`config.mk`:
```
export PLATFORM = sky130hd
export DESIGN_NAME = lock_manager_deadlock_detect_unit
export DESIGN_NICKNAME = d
export VERILOG_FILES = /design/src/rtl/ldd_pkg.sv /design/src/rtl/lock_manager_deadlock_detect_unit.sv /design/src/rtl/ldd_lock_table.sv /design/src/rtl/ldd_closure.sv
export SDC_FILE = /design/constraint.sdc
export NUM_CORES = 1
export LEC_CHECK = 0
export BUFFER_PORTS_ARGS = -buffer_cell sky130_fd_sc_hd__buf_2
export CORE_MARGIN = 3
export CORE_UTILIZATION = 40
export CTS_BUF_LIST = sky130_fd_sc_hd__clkbuf_8
export CTS_CLUSTER_SIZE = 24
export DETAILED_ROUTE_END_ITERATION = 8
export HOLD_SLACK_MARGIN = 0.08
export PLACE_DENSITY = 0.58
export SLEW_MARGIN = 20
export SYNTH_ARGS = -nofsm -noshare
export SYNTH_HDL_FRONTEND = slang
export SYNTH_SLANG_ARGS = --single-unit
```
`constraint.sdc`:
```
create_clock -name clk -period 7.5 [get_ports clk]
set_input_delay 0.375 -clock clk [delete_from_list [all_inputs] [get_ports clk]]
set_output_delay 0.375 -clock clk [all_outputs]
set_load 0.005 [all_outputs]
```
`src/rtl/ldd_pkg.sv`:
```
`timescale 1ns / 1ps
// ----------------------------------------------------------------------------
// ldd_pkg: shared types for the lock manager deadlock detect unit
// Transaction payloads, action/result/transaction-state codes, and the
// control structs passed between the lock table, closure unit and top level.
// ----------------------------------------------------------------------------
package ldd_pkg;

	localparam int NUM_TX   = 8;
	localparam int NUM_KEYS = 16;
	localparam int TX_W     = $clog2(NUM_TX);
	localparam int KEY_W    = $clog2(NUM_KEYS);

	typedef logic [TX_W-1:0]  tx_id_t;
	typedef logic [KEY_W-1:0] key_t;

	typedef enum logic [1:0] {
		ACT_BEGIN   = 2'd0,
		ACT_ACQUIRE = 2'd1,
		ACT_COMMIT  = 2'd2,
		ACT_ABORT   = 2'd3
	} action_t;

	typedef enum logic [1:0] {
		RES_DONE     = 2'd0,
		RES_BLOCKED  = 2'd1,
		RES_DEADLOCK = 2'd2,
		RES_INACTIVE = 2'd3
	} res_t;

	typedef enum logic [1:0] {
		TS_UNUSED    = 2'd0,
		TS_ACTIVE    = 2'd1,
		TS_ABORTED   = 2'd2,
		TS_COMMITTED = 2'd3
	} txst_t;

	typedef struct packed {
		action_t action;
		tx_id_t  tx_id;
		key_t    key_index;
	} in_item_t;

	typedef struct packed {
		res_t   status;
		tx_id_t holder;
	} out_item_t;

	// row i, bit j: transaction i waits on transaction j
	typedef logic [NUM_TX-1:0][NUM_TX-1:0] wait_mat_t;

	typedef struct packed {
		logic done;
		logic cycle;
	} chk_status_t;

	typedef struct packed {
		logic   grant;
		logic   free_all;
		key_t   key;
		tx_id_t tx;
	} lock_cmd_t;

	typedef struct packed {
		logic   held;
		tx_id_t owner;
	} lock_look_t;

endpackage

```
`src/rtl/lock_manager_deadlock_detect_unit.sv`:
```
`timescale 1ns / 1ps
// ----------------------------------------------------------------------------
// lock_manager_deadlock_detect_unit: transaction lock manager with deadlock
// detection over a wait-for graph
// Input channel (in_valid/in_stall/in_item): one transaction carries an
// action (begin, acquire, commit, abort), a transaction id and a key index.
// Output channel (out_valid/out_stall/out_item): exactly one result per input
// transaction: status and holder (owner of the key when blocked/deadlocked).
// A transaction is taken when valid is high and stall is low at a clock edge.
// Sequence: begin, commit, abort, a grant or a reject go through exec and
// load; an acquire that conflicts goes through exec, launch, NUM_TX pivot
// steps of the transitive-closure unit, check and load.
// One transaction is in work at a time; in_stall is high from accept until
// the result is loaded, so a new transaction is not taken before the result
// of the last one is loaded. A stalled result stays in the output
// register; the next transaction may be accepted meanwhile and its result
// waits in the response state until the register is free.
// Reset (arst_n low) frees all keys, clears every wait-for edge and marks all
// transactions unused; no result is pending after reset.
// ----------------------------------------------------------------------------
module lock_manager_deadlock_detect_unit (
	input  logic               clk,
	input  logic               arst_n,
	input  logic               in_valid,
	output logic               in_stall,
	input  ldd_pkg::in_item_t  in_item,
	output logic               out_valid,
	input  logic               out_stall,
	output ldd_pkg::out_item_t out_item
);

	typedef enum logic [2:0] {
		S_IDLE,
		S_EXEC,
		S_LAUNCH,
		S_CHECK,
		S_RESP
	} state_t;

	state_t                          state_q;
	ldd_pkg::in_item_t               item_q;
	ldd_pkg::out_item_t              res_q;
	ldd_pkg::out_item_t              out_q;
	logic                            out_valid_q;
	ldd_pkg::wait_mat_t              wait_q;
	ldd_pkg::txst_t                  txst_q [ldd_pkg::NUM_TX];

	ldd_pkg::lock_cmd_t              lock_cmd;
	ldd_pkg::lock_look_t             look;
	ldd_pkg::chk_status_t            chk;
	logic                            req_live;
	logic                            key_ok;
	logic                            chk_start;
	logic                            needs_live;
	logic                            acq_conflict;
	logic                            out_load;

	// drop every edge into or out of transaction t
	function automatic ldd_pkg::wait_mat_t clear_tx(ldd_pkg::wait_mat_t m,
			ldd_pkg::tx_id_t t);
		ldd_pkg::wait_mat_t r;
		r    = m;
		r[t] = '0;
		for (int i = 0; i < ldd_pkg::NUM_TX; i++) begin
			r[i][t] = 1'b0;
		end
		return r;
	endfunction

	assign req_live  = (txst_q[item_q.tx_id] == ldd_pkg::TS_ACTIVE);
	// key free, or already ours: grant
	assign key_ok    = !look.held || (look.owner == item_q.tx_id);
	assign chk_start = (state_q == S_LAUNCH);
	// acquire and commit are rejected for a transaction that is not active
	assign needs_live   = (item_q.action == ldd_pkg::ACT_ACQUIRE) ||
	                      (item_q.action == ldd_pkg::ACT_COMMIT);
	assign acq_conflict = (item_q.action == ldd_pkg::ACT_ACQUIRE) && req_live && !key_ok;
	// output register free, or being emptied this cycle
	assign out_load     = (state_q == S_RESP) && (!out_valid_q || !out_stall);

	always_comb begin
		lock_cmd          = '0;
		lock_cmd.key      = item_q.key_index;
		lock_cmd.tx       = item_q.tx_id;
		if (state_q == S_EXEC) begin
			unique case (item_q.action)
				ldd_pkg::ACT_BEGIN:   lock_cmd.grant    = 1'b0;
				ldd_pkg::ACT_ACQUIRE: lock_cmd.grant    = req_live && key_ok;
				ldd_pkg::ACT_COMMIT:  lock_cmd.free_all = req_live;
				ldd_pkg::ACT_ABORT:   lock_cmd.free_all = 1'b1;
			endcase
		end
		// deadlock: requester gives up all its locks
		if ((state_q == S_CHECK) && chk.done && chk.cycle) begin
			lock_cmd.free_all = 1'b1;
		end
	end

	ldd_lock_table u_lock_table (
		.clk    (clk),
		.arst_n (arst_n),
		.cmd    (lock_cmd),
		.look   (look)
	);

	ldd_closure u_closure (
		.clk    (clk),
		.arst_n (arst_n),
		.start  (chk_start),
		.mat    (wait_q),
		.chk    (chk)
	);

	always_ff @(posedge clk or negedge arst_n) begin
		if (!arst_n) begin
			state_q     <= S_IDLE;
			item_q      <= '0;
			res_q       <= '0;
			out_q       <= '0;
			out_valid_q <= 1'b0;
			wait_q      <= '0;
			for (int t = 0; t < ldd_pkg::NUM_TX; t++) begin
				txst_q[t] <= ldd_pkg::TS_UNUSED;
			end
		end else begin
			if (out_load) begin
				out_valid_q <= 1'b1;
				out_q       <= res_q;
			end else if (!out_stall) begin
				out_valid_q <= 1'b0;
			end
			unique case (state_q)
				S_IDLE: begin
					if (in_valid) begin
						item_q  <= in_item;
						state_q <= S_EXEC;
					end
				end
				S_EXEC: begin
					if (needs_live && !req_live) begin
						res_q.status <= ldd_pkg::RES_INACTIVE;
					end else begin
						res_q.status <= ldd_pkg::RES_DONE;
					end
					res_q.holder <= acq_conflict ? look.owner : item_q.tx_id;
					// conflict: run the cycle search before answering
					if (acq_conflict) begin
						state_q <= S_LAUNCH;
					end else begin
						state_q <= S_RESP;
					end
					unique case (item_q.action)
						ldd_pkg::ACT_BEGIN: begin
							txst_q[item_q.tx_id] <= ldd_pkg::TS_ACTIVE;
							wait_q               <= clear_tx(wait_q, item_q.tx_id);
						end
						ldd_pkg::ACT_ACQUIRE: begin
							if (req_live && key_ok) begin
								wait_q[item_q.tx_id] <= '0;
							end else if (acq_conflict) begin
								wait_q[item_q.tx_id][look.owner] <= 1'b1;
							end
						end
						ldd_pkg::ACT_COMMIT: begin
							if (req_live) begin
								txst_q[item_q.tx_id] <= ldd_pkg::TS_COMMITTED;
								wait_q               <= clear_tx(wait_q, item_q.tx_id);
							end
						end
						ldd_pkg::ACT_ABORT: begin
							txst_q[item_q.tx_id] <= ldd_pkg::TS_ABORTED;
							wait_q               <= clear_tx(wait_q, item_q.tx_id);
						end
					endcase
				end
				S_LAUNCH: begin
					state_q <= S_CHECK;
				end
				S_CHECK: begin
					if (chk.done) begin
						state_q <= S_RESP;
						if (chk.cycle) begin
							res_q.status         <= ldd_pkg::RES_DEADLOCK;
							txst_q[item_q.tx_id] <= ldd_pkg::TS_ABORTED;
							wait_q               <= clear_tx(wait_q, item_q.tx_id);
						end else begin
							res_q.status <= ldd_pkg::RES_BLOCKED;
						end
					end
				end
				S_RESP: begin
					if (out_load) begin
						state_q <= S_IDLE;
					end
				end
			endcase
		end
	end

	assign in_stall  = (state_q != S_IDLE);
	assign out_valid = out_valid_q;
	assign out_item  = out_q;

`ifndef SYNTHESIS
	a_chk_done_in_check: assert property (@(posedge clk) disable iff (!arst_n)
		chk.done |-> (state_q == S_CHECK))
		else $error("closure finished outside the check state");

	a_result_from_resp: assert property (@(posedge clk) disable iff (!arst_n)
		$rose(out_valid_q) |-> ($past(state_q) == S_RESP))
		else $error("result loaded outside the response state");

	a_grant_active_only: assert property (@(posedge clk) disable iff (!arst_n)
		lock_cmd.grant |-> ((state_q == S_EXEC) && req_live))
		else $error("lock granted to an inactive transaction");

	a_deadlock_aborts: assert property (@(posedge clk) disable iff (!arst_n)
		((state_q == S_CHECK) && chk.done && chk.cycle)
			|=> (txst_q[item_q.tx_id] == ldd_pkg::TS_ABORTED))
		else $error("deadlocked requester not aborted");
`endif

endmodule

```
`src/rtl/ldd_lock_table.sv`:
```
`timescale 1ns / 1ps
// ----------------------------------------------------------------------------
// ldd_lock_table: per-key exclusive lock owners
// Held bit and owner per key; grant one key or free all keys of a transaction.
// ----------------------------------------------------------------------------
module ldd_lock_table (
	input  logic               clk,
	input  logic               arst_n,
	input  ldd_pkg::lock_cmd_t cmd,
	output ldd_pkg::lock_look_t look
);

	logic [ldd_pkg::NUM_KEYS-1:0] held_q;
	ldd_pkg::tx_id_t              owner_q [ldd_pkg::NUM_KEYS];

	always_ff @(posedge clk or negedge arst_n) begin
		if (!arst_n) begin
			held_q <= '0;
		end else begin
			for (int k = 0; k < ldd_pkg::NUM_KEYS; k++) begin
				if (cmd.free_all && held_q[k] && (owner_q[k] == cmd.tx)) begin
					held_q[k] <= 1'b0;
				end
			end
			if (cmd.grant) begin
				held_q[cmd.key] <= 1'b1;
			end
		end
	end

	// owner is only meaningful while held
	always_ff @(posedge clk) begin
		if (cmd.grant) begin
			owner_q[cmd.key] <= cmd.tx;
		end
	end

	assign look.held  = held_q[cmd.key];
	assign look.owner = owner_q[cmd.key];

endmodule

```
`src/rtl/ldd_closure.sv`:
```
`timescale 1ns / 1ps
// ----------------------------------------------------------------------------
// ldd_closure: iterative transitive closure of the wait-for graph
// One pivot per cycle; all rows are updated in parallel against the pivot row.
// ----------------------------------------------------------------------------
module ldd_closure (
	input  logic                 clk,
	input  logic                 arst_n,
	input  logic                 start,
	input  ldd_pkg::wait_mat_t   mat,
	output ldd_pkg::chk_status_t chk
);

	logic                      busy_q;
	logic                      done_q;
	logic [ldd_pkg::TX_W-1:0]  k_q;
	ldd_pkg::wait_mat_t        reach_q;
	logic                      diag;

	always_ff @(posedge clk or negedge arst_n) begin
		if (!arst_n) begin
			busy_q <= 1'b0;
			done_q <= 1'b0;
			k_q    <= '0;
		end else begin
			done_q <= 1'b0;
			if (start) begin
				busy_q <= 1'b1;
				k_q    <= '0;
			end else if (busy_q) begin
				if (k_q == ldd_pkg::TX_W'(ldd_pkg::NUM_TX - 1)) begin
					busy_q <= 1'b0;
					done_q <= 1'b1;
				end
				k_q <= k_q + 1'b1;
			end
		end
	end

	// pivot row k is unchanged by its own step, so a parallel update matches
	// the in-place algorithm
	always_ff @(posedge clk) begin
		if (start) begin
			reach_q <= mat;
		end else if (busy_q) begin
			for (int i = 0; i < ldd_pkg::NUM_TX; i++) begin
				if (reach_q[i][k_q]) begin
					reach_q[i] <= reach_q[i] | reach_q[k_q];
				end
			end
		end
	end

	always_comb begin
		diag = 1'b0;
		for (int i = 0; i < ldd_pkg::NUM_TX; i++) begin
			diag = diag | reach_q[i][i];
		end
	end

	assign chk.done  = done_q;
	assign chk.cycle = diag;

endmodule
```
==> metrics.md, run 1 <==
| Metric | Value |
|---|---|
| Status | `finished clean` |
| Placed insts | `1375` |
| Synth warnings | `0` |
| Sink Count | `236` |
| CP arrival | `4700 ps` |
| Most frequent cells in the layout | `dfrtp_1, edfxtp_1, o21ai_0` |
| Root Buffer | `clkbuf_8` |
| Hold Crit Class | `input port to flop` |
| Cell Rows | `63` |
| Final net count | `1059` |
| Crit-path cells | `clkinv_1, a221o_1, a21o_1, and3_1, o21ai_1, and2_1, buf_4, nand3_2, o21ai_0` |
| Final setup violation count | `0` |
| Fmax | `234 MHz` |
| Distinct cells, synth | `59` |
| Total Wirelength | `32800 um` |
| Mapped Cells | `1028` |
| Clock power share | `0.192` |
| Crit end category | `flop` |
| Crit path required time | `7930 ps` |
| Synth Register Bits | `236` |
| Crit-path slowest cell | `dfrtp_2` |
| Commonest non-fill, non-tap cell in the layout | `dfrtp_1` |
| Routed via count | `8700` |
| Port Buffer Count | `19` |
| Synth area leaders | `edfxtp_1, dfrtp_1, mux4_2` |
| Total grt overflow | `0` |
| Hpwl dp | `21700 um` |
| Die area | `32900 um^2` |
| Initial Utilization | `0.410` |
| Core region area | `30000 um^2` |
| Pins Over Slew Limit | `0` |
| Initial antenna violation count | `0` |
| Final min period | `4270 ps` |
| H-tree levels | `2` |
| Sequential fraction of the synthesis area | `0.525` |
| Max stage delay on crit path | `1030 ps` |
| Final Hold Fails | `0` |
| Post-synth ARST share | `0.525` |
| CTS Buffer Depth | `3` |
| Wire per inst | `22.4 um` |
| Fill cell count | `2774` |
| Share of post-route cells with drive strength above 1 | `0.192` |
| Vias in the first global route | `8751` |
| Total CTS buffers | `42` |
| Crit Path Class | `flop to flop` |
| Post-DRT Antenna Nets | `0` |
| Reg clk slew, reported paths | `60 ps` |
| Routability Congestion | `0.812` |
| Startpoint types | `flop` |
| Post-synth EDFFs | `112` |
| Largest net degree at the start of global routing | `80` |
| Slew HR | `0.230` |
| Slew @ Worst Pin | `1150 ps` |
| I/O pin cnt | `20` |
| Total Routing Usage GR | `0.198` |
| DR iter-0 viols | `815` |
| P&R area growth vs syn | `11.0%` |
| Reg power frac | `0.382` |
| Cell Count, Final, Fillers Out | `1464` |
| Psw | `2.59 mW` |
| DRC violations left | `0` |
| Final period util | `0.570` |
| RSZ-0062 raised after global routing | `no` |
| Post-synth top flop | `dfrtp_1` |
| Setup Skew | `18.6 ps` |
| 1st-pass router iterations | `5` |
| Die W | `181 um` |
| Max FO, Critical Path | `48` |
| Switch share | `0.427` |
| First-pass GRT wire length | `52300 um` |
| Pint | `3.48 mW` |
| Static Leak | `5.05 nW` |
| Biggest area consumer among synthesized cells | `edfxtp_1` |
| R2r setup slk | `3230 ps` |
| Sum Neg Setup Slack | `0 ps` |
| Post-Synthesis Cell Area | `12300 um^2` |
| Comb pwr share | `0.426` |
| ANT cells | `0` |
| Share of Yosys cell area claimed by the top area cell type | `0.273` |
| CTS tree | `yes` |
| Clk_lat worst skew | `550 ps` |
| Syn Area/Cell | `12.0 um^2` |
| PwrDens | `444 nW/um^2` |
| Die Y | `181 um` |
| Max rail drop VDD | `0.320 mV` |
| Net Count, Synth | `1047` |
| Max-Cap Viols | `0` |
| Vias/cell | `5.94` |
layer usage:
layer  vias to the layer above  track usage  wire length (um)
met1                      4436        0.286             14900
li1                       3957            -                 -
met2                       258        0.309             15300
met3                        49       0.0359              1830
met4                         0       0.0573               708
met5                         -            0                 0
cell families after synthesis:
family	Yosys count	share of synthesized area
AO/OA/AOI/OAI	321	0.164
flip-flops	236	0.525
AND/OR/NAND/NOR	203	0.0895
multiplexers	115	0.145
buffers and inverters	95	0.0334
XOR/XNOR	52	0.0370
adder cells (fa/ha/maj)	6	0.00609
repair_timing:
item	CTS	global route
resized for setup	0	0
setup buffers	0	0
endpoints found under the hold margin	61	0
hold buffers	11	0
Yosys cell counts, types with 4 or more instances:
master and instances:
xnor2_1 4, nand2b_1 16, nor4_1 8, inv_1 9, a31oi_1 10, buf_1 8, nor4_2 12, or4_1 12
xor2_1 48, edfxtp_1 112, nand2_1 52, nand3_1 6, mux2i_1 36, o22a_1 63, a21o_1 13, nor2_1 58
clkbuf_1 63, and3_1 5, o211ai_1 4, buf_2 7, and2_1 6, a21oi_1 81, o21ai_0 108, mux2_2 31
o31ai_1 4, ha_1 6, o41ai_1 4, dfrtp_1 124, buf_6 6, o32ai_1 4, a22o_1 6, o21ai_1 10
mux4_2 48
flip-flops by register name (all words and copies together), names as in the netlist:
register	cells
u_closure.reach_q	64
u_closure.k_q	3
res_q	5
txst_q	16
u_closure.done_q	1
u_lock_table.owner_q	48
out_valid	1
wait_q	64
state_q	3
u_closure.busy_q	1
out_item	5
u_lock_table.held_q	16
item_q	9
area by class of cell:
type	count	area, um^2	area share
timing repair buffer	53	384	0.0281
clock buffer	48	661	0.0483
sequential	236	6470	0.473
inverter	10	37.5	0.00274
multi-input combinational	697	5480	0.401
tap	390	488	0.0357
clock inverter	30	156	0.0114
power groups by stage:
| stage | Combinational [mW] | Clock (mW) | Sequential (mW) |
|---|---|---|---|
| 2_1_floorplan | 2.09 | 0 | 2.02 |
| 3_3_place_gp | 2.56 | 0 | 2.33 |
| 3_5_place_dp | 2.58 | 0 | 2.33 |
| 4_1_cts | 2.59 | 1.19 | 2.31 |
| 5_1_grt | 2.83 | 1.26 | 2.38 |
| 6_report | 2.59 | 1.16 | 2.32 |
worst max-delay path, delay by kind of cell (launching register included):
family          cells  cell delay (ps)
flops               1             1030
simple gates        3             1050
compound gates      4             1180
buf+inv             2              900
metrics by stage:
stage	hold WS (ps)	instance area (um^2)	util	power, mW	setup WS, ps
after CTS	239	13700	0.455	6.09	3230
after global placement	356	12700	0.424	4.88	3260
after detailed placement	354	12700	0.424	4.91	3230
after floorplan	79.4	12300	-	4.11	4420
after global routing	259	13700	0.455	6.47	2800
final	281	13700	0.455	6.07	3230
worst paths after layout:
check / start / to / depth (start not counted)
min in group asynchronous: arst_n / u_closure.k_q[2] / 2
max: item_q[4] / wait_q[43] / 9
max reg2reg: item_q[4] / wait_q[43] / 9
min reg2reg: u_lock_table.held_q[8] / u_lock_table.held_q[8] / 1
max in group asynchronous: arst_n / item_q[4] / 3
min: in_valid / state_q[0] / 3
(Power assumes the default switching activity.)
==> run 2: changes to the inputs <==
Settings changed: PLACE_DENSITY 0.58 to 0.6.
Clock period 7.5 ns to 3.8 ns, I/O delays scaled along.
==> run 2 against run 1 <==
  * First-iteration DRC count grew 9.4%
  * Maximum frequency grew 22%
  * Sequential share of layout area down 0.92 points
  * Total power is 100% higher
  * Wire length grew 1.0%
  * Non-clock buffer count grew 31
  * Flip-flop and latch count unchanged
  * Clock power increased by 99%
  * Critical path type unchanged
  * Largest power group unchanged
==> metrics.md, run 2 (synthesis results as in run 1) <==
| Metric | Value |
|---|---|
| ANT cells | `0 (unchanged)` |
| Sink Count | `236 (unchanged)` |
| Crit Path Class | `flop to flop (unchanged)` |
| Top delay family on crit path | `simple AND/OR/NAND/NOR gates (was compound AO/OA/AOI/OAI gates)` |
| Crit-path slowest cell | `dfrtp_1 (was dfrtp_2)` |
| Initial Utilization | `0.410 (unchanged)` |
| CP arrival | `3660 ps (was 4700 ps)` |
| Overall power | `12.3 mW (was 6.07 mW)` |
| Routed via count | `8785 (was 8700)` |
| Share of post-route cells with drive strength above 1 | `0.216 (was 0.192)` |
| Worst setup margin | `295 ps (was 3230 ps)` |
| Pins Over Slew Limit | `0 (unchanged)` |
| Fmax | `285 MHz (was 234 MHz)` |
| Total CTS buffers | `42 (unchanged)` |
| Largest net degree at the start of global routing | `92 (was 80)` |
| Post-DRT Antenna Nets | `0 (unchanged)` |
| Slew @ Worst Pin | `1110 ps (was 1150 ps)` |
| Hold Crit Class | `input port to asynchronous set/reset pin (was input port to flop)` |
| Total grt overflow | `0 (unchanged)` |
| Static Leak | `5.22 nW (was 5.05 nW)` |
| Max rail drop VDD | `0.356 mV (was 0.320 mV)` |
| Max stage delay on crit path | `620 ps (was 1030 ps)` |
| First-pass GRT wire length | `52500 um (was 52300 um)` |
| CP startpoint | `item_q[1] (was item_q[4])` |
| Total Wirelength | `33100 um (was 32800 um)` |
| Setup Skew | `46.3 ps (was 18.6 ps)` |
| Hold_buf cts | `12 (was 11)` |
| Startpoint types | `flop (unchanged)` |
| Status | `finished clean (unchanged)` |
| RSZ-0062 raised after global routing | `no (unchanged)` |
| Commonest non-fill, non-tap cell in the layout | `dfrtp_1 (unchanged)` |
| Die Y | `181 um (unchanged)` |
| DR iter-0 viols | `892 (was 815)` |
| Root Buffer | `clkbuf_8 (unchanged)` |
| Vias/cell | `5.88 (was 5.94)` |
| Port Buffer Count | `19 (unchanged)` |
| Clk_lat worst skew | `550 ps (about the same)` |
| 1st-pass router iterations | `5 (unchanged)` |
| WP depth | `8 (was 9)` |
| Met2 wire len | `15300 um (about the same)` |
| Final instance area | `13900 um^2 (was 13700 um^2)` |
| Vias in the first global route | `8754 (was 8751)` |
| Wire length on met3 | `2130 um (was 1830 um)` |
| Most frequent cells in the layout | `dfrtp_1, edfxtp_1, o21ai_0 (unchanged)` |
| Core region area | `30000 um^2 (unchanged)` |
| Buf/Inv on CP | `1 (was 2)` |
| Max FO, Critical Path | `10 (was 48)` |
| Top Metal Used | `met4 (unchanged)` |
| CTS Buffer Depth | `3 (unchanged)` |
| I/O pin cnt | `20 (unchanged)` |
| Setup Fix Bufs, Post-CTS | `0 (unchanged)` |
| Cts repair resizes | `0 (unchanged)` |
| Largest registers | `u_closure.reach_q: 64 flops, wait_q: 64 flops, u_lock_table.owner_q: 48 flops (unchanged)` |
| Die W | `181 um (unchanged)` |
| Wire per inst | `22.2 um (was 22.4 um)` |
| H-tree levels | `2 (unchanged)` |
| Hpwl dp | `22600 um (was 21700 um)` |
| Slew HR | `0.259 (was 0.230)` |
| Final net count | `1090 (was 1059)` |
| Crit-path cells | `mux4_2, mux2_2, or3b_1, a21oi_1, o21ai_1, and2_1, buf_4, nor4_2 (was clkinv_1, a221o_1, a21o_1, and3_1, o21ai_1, and2_1, buf_4, nand3_2, o21ai_0)` |
| Final period util | `0.922 (was 0.570)` |
| Max-Cap Viols | `0 (unchanged)` |
| Minimum hold slack | `285 ps (was 281 ps)` |
| Initial antenna violation count | `0 (unchanged)` |
| Register-to-Register Path Depth | `8 (was 9)` |
| Crit path required time | `3960 ps (was 7930 ps)` |
| Final min period | `3510 ps (was 4270 ps)` |
| Routability Congestion | `0.835 (was 0.812)` |
| R2R Path Start | `item_q[1] (was item_q[4])` |
| CTS tree | `yes (unchanged)` |
| Reg clk slew, reported paths | `60 ps (about the same)` |
| Placement Setup Slack | `352 ps (was 3230 ps)` |
| Cell Rows | `63 (unchanged)` |
| Die area | `32900 um^2 (unchanged)` |
| Final Hold Fails | `0 (unchanged)` |
| Sum Neg Setup Slack | `0 ps (unchanged)` |
| Crit end category | `flop (unchanged)` |
| Fill cell count | `2730 (was 2774)` |
| WL met1 | `14700 um (was 14900 um)` |
| P&R area growth vs syn | `13.2% (was 11.0%)` |
| Final setup violation count | `0 (unchanged)` |
| PwrDens | `882 nW/um^2 (was 444 nW/um^2)` |
| DP Area | `13000 um^2 (was 12700 um^2)` |
| DRC violations left | `0 (unchanged)` |
| Total Routing Usage GR | `0.200 (was 0.198)` |
## run 2: cell count changes in the layout (fill, tap and decap cells not counted), moves of 2 or more
cell | previous run | this run
buf_12 | 0 | 2
clkinv_1 | 4 | 1
clkinv_2 | 5 | 3
clkbuf_8 | 48 | 50
buf_4 | 23 | 51
## run 2: per-stage QoR
| stage | util | std cells |
|---|---|---|
| CTS | 0.464 | 1493 |
| finish | 0.464 | 1493 |
| detailed placement | 0.432 | 1405 |
| global placement | 0.432 | 1405 |
| floorplan | - | 1028 |
| global route | 0.464 | 1493 |
## run 2: where the power goes
part	switching (mW)	internal [mW]
registers	0.840	3.63
clock network	1.05	1.27
logic	3.28	2.24
total	5.17	7.14
## run 2: per-layer routing
layer,track usage,vias up
met2,0.313,322
li1,-,4025
met3,0.0319,71
met1,0.287,4367
met4,0.0637,0
met5,0,-
## run 2: final timing paths
check / endpoint / slack (ps)
worst max-delay path: u_lock_table.owner_q[7][1] / 290
worst min-delay path: u_closure.k_q[0] / 290
worst max register to register: u_lock_table.owner_q[7][1] / 290
worst min register to register: u_lock_table.held_q[8] / 480
max in group asynchronous: wait_q[34] / 2450
min in group clk: item_q[7] / 390
## run 2: worst reg2reg max path: cells and delay by family, from the launching register on
kind / cells / cell delay [ps]
mux: 2 / 860
flops: 1 / 620
buf+inv: 1 / 230
compound gates: 2 / 300
simple gates: 3 / 1100
## run 2: area by class of cell
type / instances / area [um^2] / area share
tap: 390 / 488 / 0.0350
sequential: 236 / 6470 / 0.464
multi-input combinational: 697 / 5470 / 0.392
timing repair buffer: 84 / 644 / 0.0462
clock buffer: 50 / 688 / 0.0493
inverter: 10 / 37.5 / 0.00269
clock inverter: 26 / 148 / 0.0106
